`src/hdl/fis_pkg.sv`:
```
// ----------------------------------------------------------------------------
// fis_pkg
// Shared constants for the frame interval statistics unit: field widths,
// configuration register indexes and reset values.
// ----------------------------------------------------------------------------
package fis_pkg;

  localparam int DEFAULT_WINDOW_DEPTH = 64;
  localparam int DEFAULT_STAMP_WIDTH  = 48;

  localparam int TPS_W      = 40;
  localparam int MIN_W      = 32;
  localparam int FRAME_W    = 32;
  localparam int RATE_W     = 16;
  localparam int ACCUM_W    = 48;
  localparam int CFG_DATA_W = 40;
  localparam int CFG_IDX_W  = 2;

  localparam logic [CFG_IDX_W-1:0] CFG_TICKS_PER_SECOND = 2'd0;
  localparam logic [CFG_IDX_W-1:0] CFG_MIN_FRAME_TICKS  = 2'd1;

  localparam logic [TPS_W-1:0]   TPS_RESET = 40'd1000;
  localparam logic [ACCUM_W-1:0] ACCUM_MAX = 48'hFFFF_FFFF_FFFF;
  localparam logic [RATE_W-1:0]  RATE_MAX  = 16'hFFFF;

endpackage

```
`src/hdl/fis_ram.sv`:
```
// ----------------------------------------------------------------------------
// fis_ram
// Generic single-port-write, single-port-read RAM with a registered read.
// ----------------------------------------------------------------------------
module fis_ram #(
  parameter int WIDTH = 32,
  parameter int DEPTH = 64,
  localparam int ADDR_W = (DEPTH > 1) ? $clog2(DEPTH) : 1
) (
  input  logic              clk_i,
  input  logic              we_i,
  input  logic [ADDR_W-1:0] waddr_i,
  input  logic [WIDTH-1:0]  wdata_i,
  input  logic              re_i,
  input  logic [ADDR_W-1:0] raddr_i,
  output logic [WIDTH-1:0]  rdata_o
);

  logic [WIDTH-1:0] mem_q [DEPTH];

  always_ff @(posedge clk_i) begin
    if (we_i) begin
      mem_q[waddr_i] <= wdata_i;
    end
    if (re_i) begin
      rdata_o <= mem_q[raddr_i];
    end
  end

endmodule

```
`src/hdl/fis_div.sv`:
```
// ----------------------------------------------------------------------------
// fis_div
// Restoring radix-2 unsigned divider, one quotient bit per cycle.
// ----------------------------------------------------------------------------
module fis_div #(
  parameter int NUM_W = 38,
  parameter int DEN_W = 7
) (
  input  logic             clk_i,
  input  logic             rst_ni,
  input  logic             start_i,
  input  logic [NUM_W-1:0] dividend_i,
  input  logic [DEN_W-1:0] divisor_i,
  output logic             done_o,
  output logic [NUM_W-1:0] quotient_o
);

  localparam int CNT_W = $clog2(NUM_W + 1);

  logic             busy_q;
  logic             done_q;
  logic [CNT_W-1:0] cnt_q;
  logic [NUM_W-1:0] quo_q;
  logic [DEN_W-1:0] rem_q;
  logic [DEN_W-1:0] den_q;
  logic [DEN_W:0]   trial;
  logic             ge;
  logic [DEN_W:0]   diff;

  assign trial = {rem_q, quo_q[NUM_W-1]};
  assign ge    = trial >= {1'b0, den_q};
  assign diff  = trial - {1'b0, den_q};

  always_ff @(posedge clk_i or negedge rst_ni) begin
    if (!rst_ni) begin
      busy_q <= 1'b0;
      done_q <= 1'b0;
      cnt_q  <= '0;
    end else begin
      done_q <= 1'b0;
      if (start_i) begin
        busy_q <= 1'b1;
        cnt_q  <= CNT_W'(NUM_W);
      end else if (busy_q) begin
        cnt_q <= cnt_q - 1'b1;
        if (cnt_q == CNT_W'(1)) begin
          busy_q <= 1'b0;
          done_q <= 1'b1;
        end
      end
    end
  end

  always_ff @(posedge clk_i) begin
    if (start_i) begin
      quo_q <= dividend_i;
      rem_q <= '0;
      den_q <= divisor_i;
    end else if (busy_q) begin
      quo_q <= {quo_q[NUM_W-2:0], ge};
      rem_q <= ge ? diff[DEN_W-1:0] : trial[DEN_W-1:0];
    end
  end

  assign done_o     = done_q;
  assign quotient_o = quo_q;

endmodule

```
`src/hdl/frame_interval_statistics_unit.sv`:
```
// ----------------------------------------------------------------------------
// frame_interval_statistics_unit
// Measures frame intervals from counter timestamps and reports the frame
// length, the windowed mean interval and the frame rate of the last second.
// ----------------------------------------------------------------------------
//   Channel  Direction  Handshake             Payload
//   in       input      in_valid_i/in_stall_o now_ticks_i
//   out      output     out_valid_o/out_stall_i frame_ticks_o, avg_frame_ticks_o,
//                                             frame_rate_o
//   cfg      input      cfg_we_i              cfg_index_i, cfg_data_i
//
// The first timestamp after reset is only stored, a poll returns to idle after
// the difference and check states, and a frame end is dominated by the
// bit-serial division of the window sum by the sample count.
// The interval window lives in a RAM with a registered read port.
// Reset clears all control state; the RAM needs no clearing.
// A new transaction is taken while a finished result waits on a stalled output.
// ----------------------------------------------------------------------------
module frame_interval_statistics_unit #(
  parameter int WINDOW_DEPTH = fis_pkg::DEFAULT_WINDOW_DEPTH,
  parameter int STAMP_WIDTH  = fis_pkg::DEFAULT_STAMP_WIDTH
) (
  input  logic                            clk_i,
  input  logic                            rst_ni,
  input  logic                            in_valid_i,
  output logic                            in_stall_o,
  input  logic [STAMP_WIDTH-1:0]          now_ticks_i,
  output logic                            out_valid_o,
  input  logic                            out_stall_i,
  output logic [fis_pkg::FRAME_W-1:0]     frame_ticks_o,
  output logic [fis_pkg::FRAME_W-1:0]     avg_frame_ticks_o,
  output logic [fis_pkg::RATE_W-1:0]      frame_rate_o,
  input  logic                            cfg_we_i,
  input  logic [fis_pkg::CFG_IDX_W-1:0]   cfg_index_i,
  input  logic [fis_pkg::CFG_DATA_W-1:0]  cfg_data_i
);

  localparam int IDX_W     = (WINDOW_DEPTH > 1) ? $clog2(WINDOW_DEPTH) : 1;
  localparam int CNT_W     = $clog2(WINDOW_DEPTH + 1);
  localparam int SUM_W     = fis_pkg::FRAME_W + CNT_W;
  localparam int ACC_SUM_W =
    ((STAMP_WIDTH > fis_pkg::ACCUM_W) ? STAMP_WIDTH : fis_pkg::ACCUM_W) + 1;

  localparam logic [2:0] S_IDLE  = 3'd0;
  localparam logic [2:0] S_DIFF  = 3'd1;
  localparam logic [2:0] S_CHECK = 3'd2;
  localparam logic [2:0] S_FRAME = 3'd3;
  localparam logic [2:0] S_PUSH  = 3'd4;
  localparam logic [2:0] S_RATE  = 3'd5;
  localparam logic [2:0] S_DIV   = 3'd6;
  localparam logic [2:0] S_OUT   = 3'd7;

  logic [2:0]                    state_q, state_d;
  logic [fis_pkg::TPS_W-1:0]     tps_q;
  logic [fis_pkg::MIN_W-1:0]     min_q;
  logic [STAMP_WIDTH-1:0]        last_stamp_q;
  logic                          have_stamp_q;
  logic [STAMP_WIDTH-1:0]        now_q;
  logic [STAMP_WIDTH-1:0]        elapsed_q;
  logic [fis_pkg::FRAME_W-1:0]   frame_q;
  logic [fis_pkg::FRAME_W-1:0]   diff_q;
  logic [IDX_W-1:0]              head_q;
  logic [CNT_W-1:0]              total_q;
  logic [SUM_W-1:0]              sum_q;
  logic [fis_pkg::FRAME_W-1:0]   mean_q;
  logic [fis_pkg::RATE_W-1:0]    frames_q;
  logic [fis_pkg::ACCUM_W-1:0]   accum_q;
  logic [fis_pkg::RATE_W-1:0]    rate_q;
  logic                          out_valid_q;
  logic [fis_pkg::FRAME_W-1:0]   out_frame_q;
  logic [fis_pkg::FRAME_W-1:0]   out_mean_q;
  logic [fis_pkg::RATE_W-1:0]    out_rate_q;

  logic                          in_accept;
  logic                          out_free;
  logic [63:0]                   elapsed_ext;
  logic                          is_poll;
  logic [fis_pkg::FRAME_W-1:0]   frame_sat;
  logic                          push;
  logic                          full;
  logic [fis_pkg::FRAME_W-1:0]   ring_rdata;
  logic [SUM_W-1:0]              sum_next;
  logic [ACC_SUM_W-1:0]          acc_sum;
  logic                          div_start;
  logic                          div_done;
  logic [SUM_W-1:0]              div_quotient;

  assign in_stall_o  = (state_q != S_IDLE);
  assign in_accept   = in_valid_i && !in_stall_o;
  assign out_free    = !out_valid_q || !out_stall_i;

  assign elapsed_ext = 64'(elapsed_q);
  assign is_poll     = (min_q != '0) && (elapsed_ext < 64'(min_q));
  assign frame_sat   = (|elapsed_ext[63:32]) ? '1 : elapsed_ext[31:0];

  assign push        = fis_pkg::TPS_W'(diff_q) < tps_q;
  assign full        = total_q == CNT_W'(WINDOW_DEPTH);
  assign sum_next    = sum_q + SUM_W'(frame_q) - (full ? SUM_W'(ring_rdata) : '0);
  assign acc_sum     = ACC_SUM_W'(accum_q) + ACC_SUM_W'(elapsed_q);
  assign div_start   = (state_q == S_RATE) && (total_q != '0);

  always_comb begin
    state_d = state_q;
    unique case (state_q)
      S_IDLE: begin
        if (in_accept && have_stamp_q) begin
          state_d = S_DIFF;
        end
      end
      S_DIFF:  state_d = S_CHECK;
      S_CHECK: state_d = is_poll ? S_IDLE : S_FRAME;
      S_FRAME: state_d = S_PUSH;
      S_PUSH:  state_d = S_RATE;
      S_RATE:  state_d = (total_q != '0) ? S_DIV : S_OUT;
      S_DIV: begin
        if (div_done) begin
          state_d = S_OUT;
        end
      end
      S_OUT: begin
        if (out_free) begin
          state_d = S_IDLE;
        end
      end
      default: state_d = S_IDLE;
    endcase
  end

  always_ff @(posedge clk_i or negedge rst_ni) begin
    if (!rst_ni) begin
      state_q      <= S_IDLE;
      tps_q        <= fis_pkg::TPS_RESET;
      min_q        <= '0;
      last_stamp_q <= '0;
      have_stamp_q <= 1'b0;
      head_q       <= '0;
      total_q      <= '0;
      sum_q        <= '0;
      mean_q       <= '0;
      frames_q     <= '0;
      accum_q      <= '0;
      rate_q       <= '0;
      out_valid_q  <= 1'b0;
    end else begin
      state_q <= state_d;
      if (cfg_we_i) begin
        unique case (cfg_index_i)
          fis_pkg::CFG_TICKS_PER_SECOND: tps_q <= cfg_data_i[fis_pkg::TPS_W-1:0];
          fis_pkg::CFG_MIN_FRAME_TICKS:  min_q <= cfg_data_i[fis_pkg::MIN_W-1:0];
          default: ;
        endcase
      end
      if ((state_q == S_IDLE) && in_accept && !have_stamp_q) begin
        last_stamp_q <= now_ticks_i;
        have_stamp_q <= 1'b1;
      end
      if ((state_q == S_CHECK) && !is_poll) begin
        last_stamp_q <= now_q;
      end
      if (state_q == S_PUSH) begin
        if (push) begin
          sum_q  <= sum_next;
          head_q <= (head_q == IDX_W'(WINDOW_DEPTH - 1)) ? '0 : head_q + 1'b1;
          if (!full) begin
            total_q <= total_q + 1'b1;
          end
        end
        if (frames_q != fis_pkg::RATE_MAX) begin
          frames_q <= frames_q + 1'b1;
        end
        accum_q <= (acc_sum > ACC_SUM_W'(fis_pkg::ACCUM_MAX)) ? fis_pkg::ACCUM_MAX
                                                          : acc_sum[fis_pkg::ACCUM_W-1:0];
      end
      if (state_q == S_RATE) begin
        if (accum_q > fis_pkg::ACCUM_W'(tps_q)) begin
          rate_q   <= frames_q;
          frames_q <= '0;
          accum_q  <= '0;
        end
        if (total_q == '0) begin
          mean_q <= '0;
        end
      end
      if ((state_q == S_DIV) && div_done) begin
        mean_q <= div_quotient[fis_pkg::FRAME_W-1:0];
      end
      if ((state_q == S_OUT) && out_free) begin
        out_valid_q <= 1'b1;
      end else if (!out_stall_i) begin
        out_valid_q <= 1'b0;
      end
    end
  end

  always_ff @(posedge clk_i) begin
    if (in_accept) begin
      now_q <= now_ticks_i;
    end
    if (state_q == S_DIFF) begin
      elapsed_q <= now_q - last_stamp_q;
    end
    if (state_q == S_CHECK) begin
      frame_q <= frame_sat;
    end
    if (state_q == S_FRAME) begin
      diff_q <= (frame_q >= mean_q) ? frame_q - mean_q : mean_q - frame_q;
    end
    if ((state_q == S_OUT) && out_free) begin
      out_frame_q <= frame_q;
      out_mean_q  <= mean_q;
      out_rate_q  <= rate_q;
    end
  end

  fis_ram #(
    .WIDTH (fis_pkg::FRAME_W),
    .DEPTH (WINDOW_DEPTH)
  ) u_ring (
    .clk_i   (clk_i),
    .we_i    ((state_q == S_PUSH) && push),
    .waddr_i (head_q),
    .wdata_i (frame_q),
    .re_i    (state_q == S_FRAME),
    .raddr_i (head_q),
    .rdata_o (ring_rdata)
  );

  fis_div #(
    .NUM_W (SUM_W),
    .DEN_W (CNT_W)
  ) u_div (
    .clk_i      (clk_i),
    .rst_ni     (rst_ni),
    .start_i    (div_start),
    .dividend_i (sum_q),
    .divisor_i  (total_q),
    .done_o     (div_done),
    .quotient_o (div_quotient)
  );

  assign out_valid_o       = out_valid_q;
  assign frame_ticks_o     = out_frame_q;
  assign avg_frame_ticks_o = out_mean_q;
  assign frame_rate_o      = out_rate_q;

  a_total_bound: assert property (@(posedge clk_i) disable iff (!rst_ni)
    total_q <= CNT_W'(WINDOW_DEPTH))
    else $error("Sample count exceeds the window depth.");

  a_div_nonzero: assert property (@(posedge clk_i) disable iff (!rst_ni)
    div_start |-> (total_q != '0))
    else $error("Divider started with a zero sample count.");

  a_out_source: assert property (@(posedge clk_i) disable iff (!rst_ni)
    $rose(out_valid_q) |-> ($past(state_q) == S_OUT))
    else $error("Result appeared without a completed frame.");

  a_done_in_div: assert property (@(posedge clk_i) disable iff (!rst_ni)
    div_done |-> (state_q == S_DIV))
    else $error("Division finished outside the division phase.");

endmodule

```
`config.mk`:
```
export PLATFORM = sky130hd
export DESIGN_NAME = frame_interval_statistics_unit
export DESIGN_NICKNAME = d
export VERILOG_FILES = /design/src/hdl/fis_pkg.sv /design/src/hdl/fis_ram.sv /design/src/hdl/fis_div.sv /design/src/hdl/frame_interval_statistics_unit.sv
export SDC_FILE = /design/constraint.sdc
export NUM_CORES = 2
export LEC_CHECK = 0
export BUFFER_PORTS_ARGS = -buffer_cell sky130_fd_sc_hd__buf_2
export CORE_AREA = 5 5 445 447
export CTS_CLUSTER_DIAMETER = 100
export DETAILED_ROUTE_END_ITERATION = 6
export DIE_AREA = 0 0 450 452
export PLACE_DENSITY = 0.76
export SLEW_MARGIN = 5
export SYNTH_ARGS = -nofsm -noshare
export SYNTH_HDL_FRONTEND = slang
export SYNTH_HIERARCHICAL = 1
export SYNTH_SLANG_ARGS = --single-unit
export TNS_END_PERCENT = 1
```
`constraint.sdc`:
```
create_clock -name clk_i -period 15.2 [get_ports clk_i]
set_input_delay 1.52 -clock clk_i [delete_from_list [all_inputs] [get_ports clk_i]]
set_output_delay 1.52 -clock clk_i [all_outputs]
set_load 0.01 [all_outputs]
```
==> flow_metrics.env <==
export IMPL_root_buffer="clkbuf_16"
export IMPL_grtUsageMet1=0.412
export IMPL_track_usage=0.311
export IMPL_maxSlewViolCount=0
export IMPL_numPortBuffers=176
export IMPL_netlist_instances=6886
export IMPL_row_count=162
export IMPL_crit_family="simple AND/OR/NAND/NOR gates"
export IMPL_async_flop_share=0.111
export IMPL_clock_fmax_ghz=0.174
export IMPL_synth_distinct_cells=98
export IMPL_cts_buffers=286
export IMPL_final_setup_viol_count=0
export IMPL_grt_max_degree=117
export IMPL_dieArea_um2=203000
export IMPL_layout_nets=7585
export IMPL_h_tree_depth=5
export IMPL_fin_cells=9894
export IMPL_clock_latency_ps=940
export IMPL_slew_headroom=0.119
export IMPL_gp_congestion=0.951
export IMPL_drt_iter0_drc=9057
export IMPL_hold_path_class="flip-flop to flip-flop"
export IMPL_path_clk_slew_ps=60
export IMPL_rsz0062_at_grt="no"
export IMPL_r2r_slack_ps=9440
export IMPL_synth_top_area_cell="edfxtp_1"
export IMPL_seq_area_frac_synth=0.683
export IMPL_ios=177
export IMPL_start_util=0.594
export IMPL_firstDrtPassIters=6
export IMPL_cp_slowest_cell="nor3_2"
export IMPL_p_int_mw=16.1
export IMPL_first_global_vias=65687
export IMPL_die_h_um=452
export IMPL_synth_main_ff_cell="edfxtp_1"
export IMPL_post_cts_buffers=0
export IMPL_arrival_ps=6340
export IMPL_netlist_top_cells_area="edfxtp_1, mux4_2, dfrtp_1"
export IMPL_cts_resized=0
export IMPL_synth_top_area_frac=0.617
export IMPL_grt_pass1_wl_um=459000
export IMPL_path_max_fanout=24
export IMPL_worst_endpoint_required_ps=15780
export IMPL_synth_edf_count=2366
export IMPL_yosys_warnings=6
export IMPL_top_usage_layer="met2"
export IMPL_worst_pin_slew_ps=1320
export IMPL_p_leak_nw=44.0
export IMPL_cp_slowest_stage_delay_ps=860
export IMPL_overflow=0
export IMPL_switching_share=0.342
export IMPL_use_met3=0.0716
export IMPL_use_met2=0.487
export IMPL_vias=66549
export IMPL_area_growth_pct=11.4
export IMPL_synth_nets=7330
export IMPL_holdWs_ps=444
export IMPL_viasPerCell=6.73
export IMPL_dp_cells=9395
export IMPL_fin_tns_setup_ps=0
export IMPL_crit_type="flip-flop to flip-flop"
export IMPL_p_per_area_nw_per_um2=191
export IMPL_antenna_found_initial=33
export IMPL_p_sw_mw=8.39
export IMPL_clock_path_buffers=4
export IMPL_hold_viol=0
export IMPL_die_w_um=450
export IMPL_syn_avg_cell_area_um2=16.7
export IMPL_netlist_area_um2=115000
export IMPL_ctsHoldBuffers=0
export IMPL_endpoint_kind="flip-flop"
export IMPL_detail_route_wl_per_cell_um=32.1
export IMPL_drc=0
export IMPL_total_power_mw=24.5
export IMPL_cts_tree="yes"
export IMPL_outcome="complete, no violations"
export IMPL_timing_final_crit_share=0.379
export IMPL_p_seq_frac=0.381
export IMPL_clock_sinks=2670
export IMPL_drv_cap=0
export IMPL_vdd_drop_max_mv=0.164
export IMPL_clkPwrFrac=0.276
export IMPL_crit_buf_inv=3
export IMPL_combPwrFrac=0.342
export IMPL_hpwl_um=195000
export IMPL_period_minus_slack_ps=5760
export IMPL_path_cells="inv_1 -> ha_1 -> a211oi_1 -> o21bai_1 -> a211oi_1 -> o21ai_0 -> a21oi_1 -> o41ai_1 -> a21oi_1 -> o21ai_4 -> inv_1 -> nor2b_1 -> nand4b_1 -> nor3_2 -> buf_4"
export IMPL_core_um2=194000
export IMPL_ys_ff_latch=2670
export IMPL_drt_wl_total_um=317000
export IMPL_clock_skew_ps=66.3
export IMPL_drive_gt1_frac=0.204
export IMPL_ant_nets=0
export IMPL_crit_path_start_kind="flip-flop"
state kept, by name, indices dropped and copies added (netlist names), 7 cells and up:
signal             cells
accum_q               48
avg_frame_ticks_o     32
diff_q                32
elapsed_q             48
frame_q               32
frame_rate_o          16
frame_ticks_o         32
frames_q              16
last_stamp_q          48
mean_q                32
min_q                 32
now_q                 48
rate_q                16
sum_q                 39
total_q                7
tps_q                 40
u_div/den_q            7
u_div/quotient_o      39
u_div/rem_q            7
u_ring/mem_q        2048
u_ring/rdata_o        32
synthesized netlist by cell type, types with 51 or more instances:
master    number
dfrtp_1      291
mux4_2       544
o21ai_0      248
nand2_1      285
nor2_1       347
xnor2_1      103
o22ai_1      119
mux2_2        97
nor3_1        51
nand4_1       58
xor2_1        73
buf_2         79
edfxtp_1    2366
clkbuf_1     170
inv_1        358
a21oi_1      276
nand3_1       59
ha_1         312
mux2i_1      157
a21o_1       106
worst reg2reg max path, cell delays in order, from the launching register on:
cell and delay, ps:
dfstp_2 510, inv_1 60, ha_1 330, a211oi_1 240, o21bai_1 110, a211oi_1 240, o21ai_0 120, a21oi_1 200
o41ai_1 130, a21oi_1 250, o21ai_4 200, inv_1 570, nor2b_1 580, nand4b_1 520, nor3_2 860, buf_4 500
routing by layer:
layer  vias to the layer above  share of wire
met5                         -        0.00035
met4                        16          0.067
met3                       826           0.11
met2                      4166           0.47
met1                     34022           0.36
li1                      27519              -
final timing paths:
path,startpoint,endpoint,cells past startpoint
hold reg to reg,rate_q[9]$_DFFE_PN0P_,frame_rate_o[9]$_DFFE_PP_,0
setup / recovery,tps_q[9]$_DFFE_PN1P_,u_ring/mem_q[48][31]$_DFFE_PP_,15
max in group asynchronous,rst_ni,mean_q[16]$_DFFE_PN0P_,3
hold / removal,rate_q[9]$_DFFE_PN0P_,frame_rate_o[9]$_DFFE_PP_,0
min in group asynchronous,rst_ni,tps_q[35]$_DFFE_PN0P_,1
setup reg to reg,tps_q[9]$_DFFE_PN1P_,u_ring/mem_q[48][31]$_DFFE_PP_,15
through the flow:
stage	area (µm²)	setup WS [ps]	utilization
CTS	128000	9550	0.661
global route	128000	9210	0.661
global placement	119000	9800	0.615
floorplan	115000	9210	-
finish	128000	9440	0.662
detailed placement	119000	9670	0.615
logic make-up after synthesis:
logic type               synth area share
flip-flops                          0.683
AO/OA/AOI/OAI                      0.0634
AND/OR/NAND/NOR                    0.0458
multiplexers                        0.130
buffers and inverters              0.0245
adder cells (fa/ha/maj)            0.0403
XOR/XNOR                           0.0134
cell usage in the layout, fill, tap and decap left out, drive strengths merged, types with 103 or more instances in the layout:
master / instances
o22ai: 119
mux4: 544
a21oi: 276
nor2: 347
dfrtp: 291
nand2: 285
inv: 367
o21ai: 253
xnor2: 103
buf: 282
edfxtp: 2366
a21o: 106
mux2i: 157
clkbuf: 354
ha: 312
power groups by stage:
stage	registers, mW	logic (mW)	clock network [mW]
floorplan	9.21	5.78	0
global placement	9.46	8.06	0
detailed placement	9.48	8.18	0
CTS	9.34	8.29	6.86
global route	9.39	8.94	7.18
finish	9.34	8.39	6.78
layout make-up:
type	count	area (µm²)
Multi-Input combinational cell	3543	34300
Antenna cell	12	30.0
Timing Repair Buffer	282	1760
Clock inverter	133	1270
Sequential cell	2670	78600
Inverter	358	1340
Clock buffer	354	7690
Tap cell	2542	3180
Fill cell	12685	65600
Note: power is estimated with default switching activity, not from simulation.
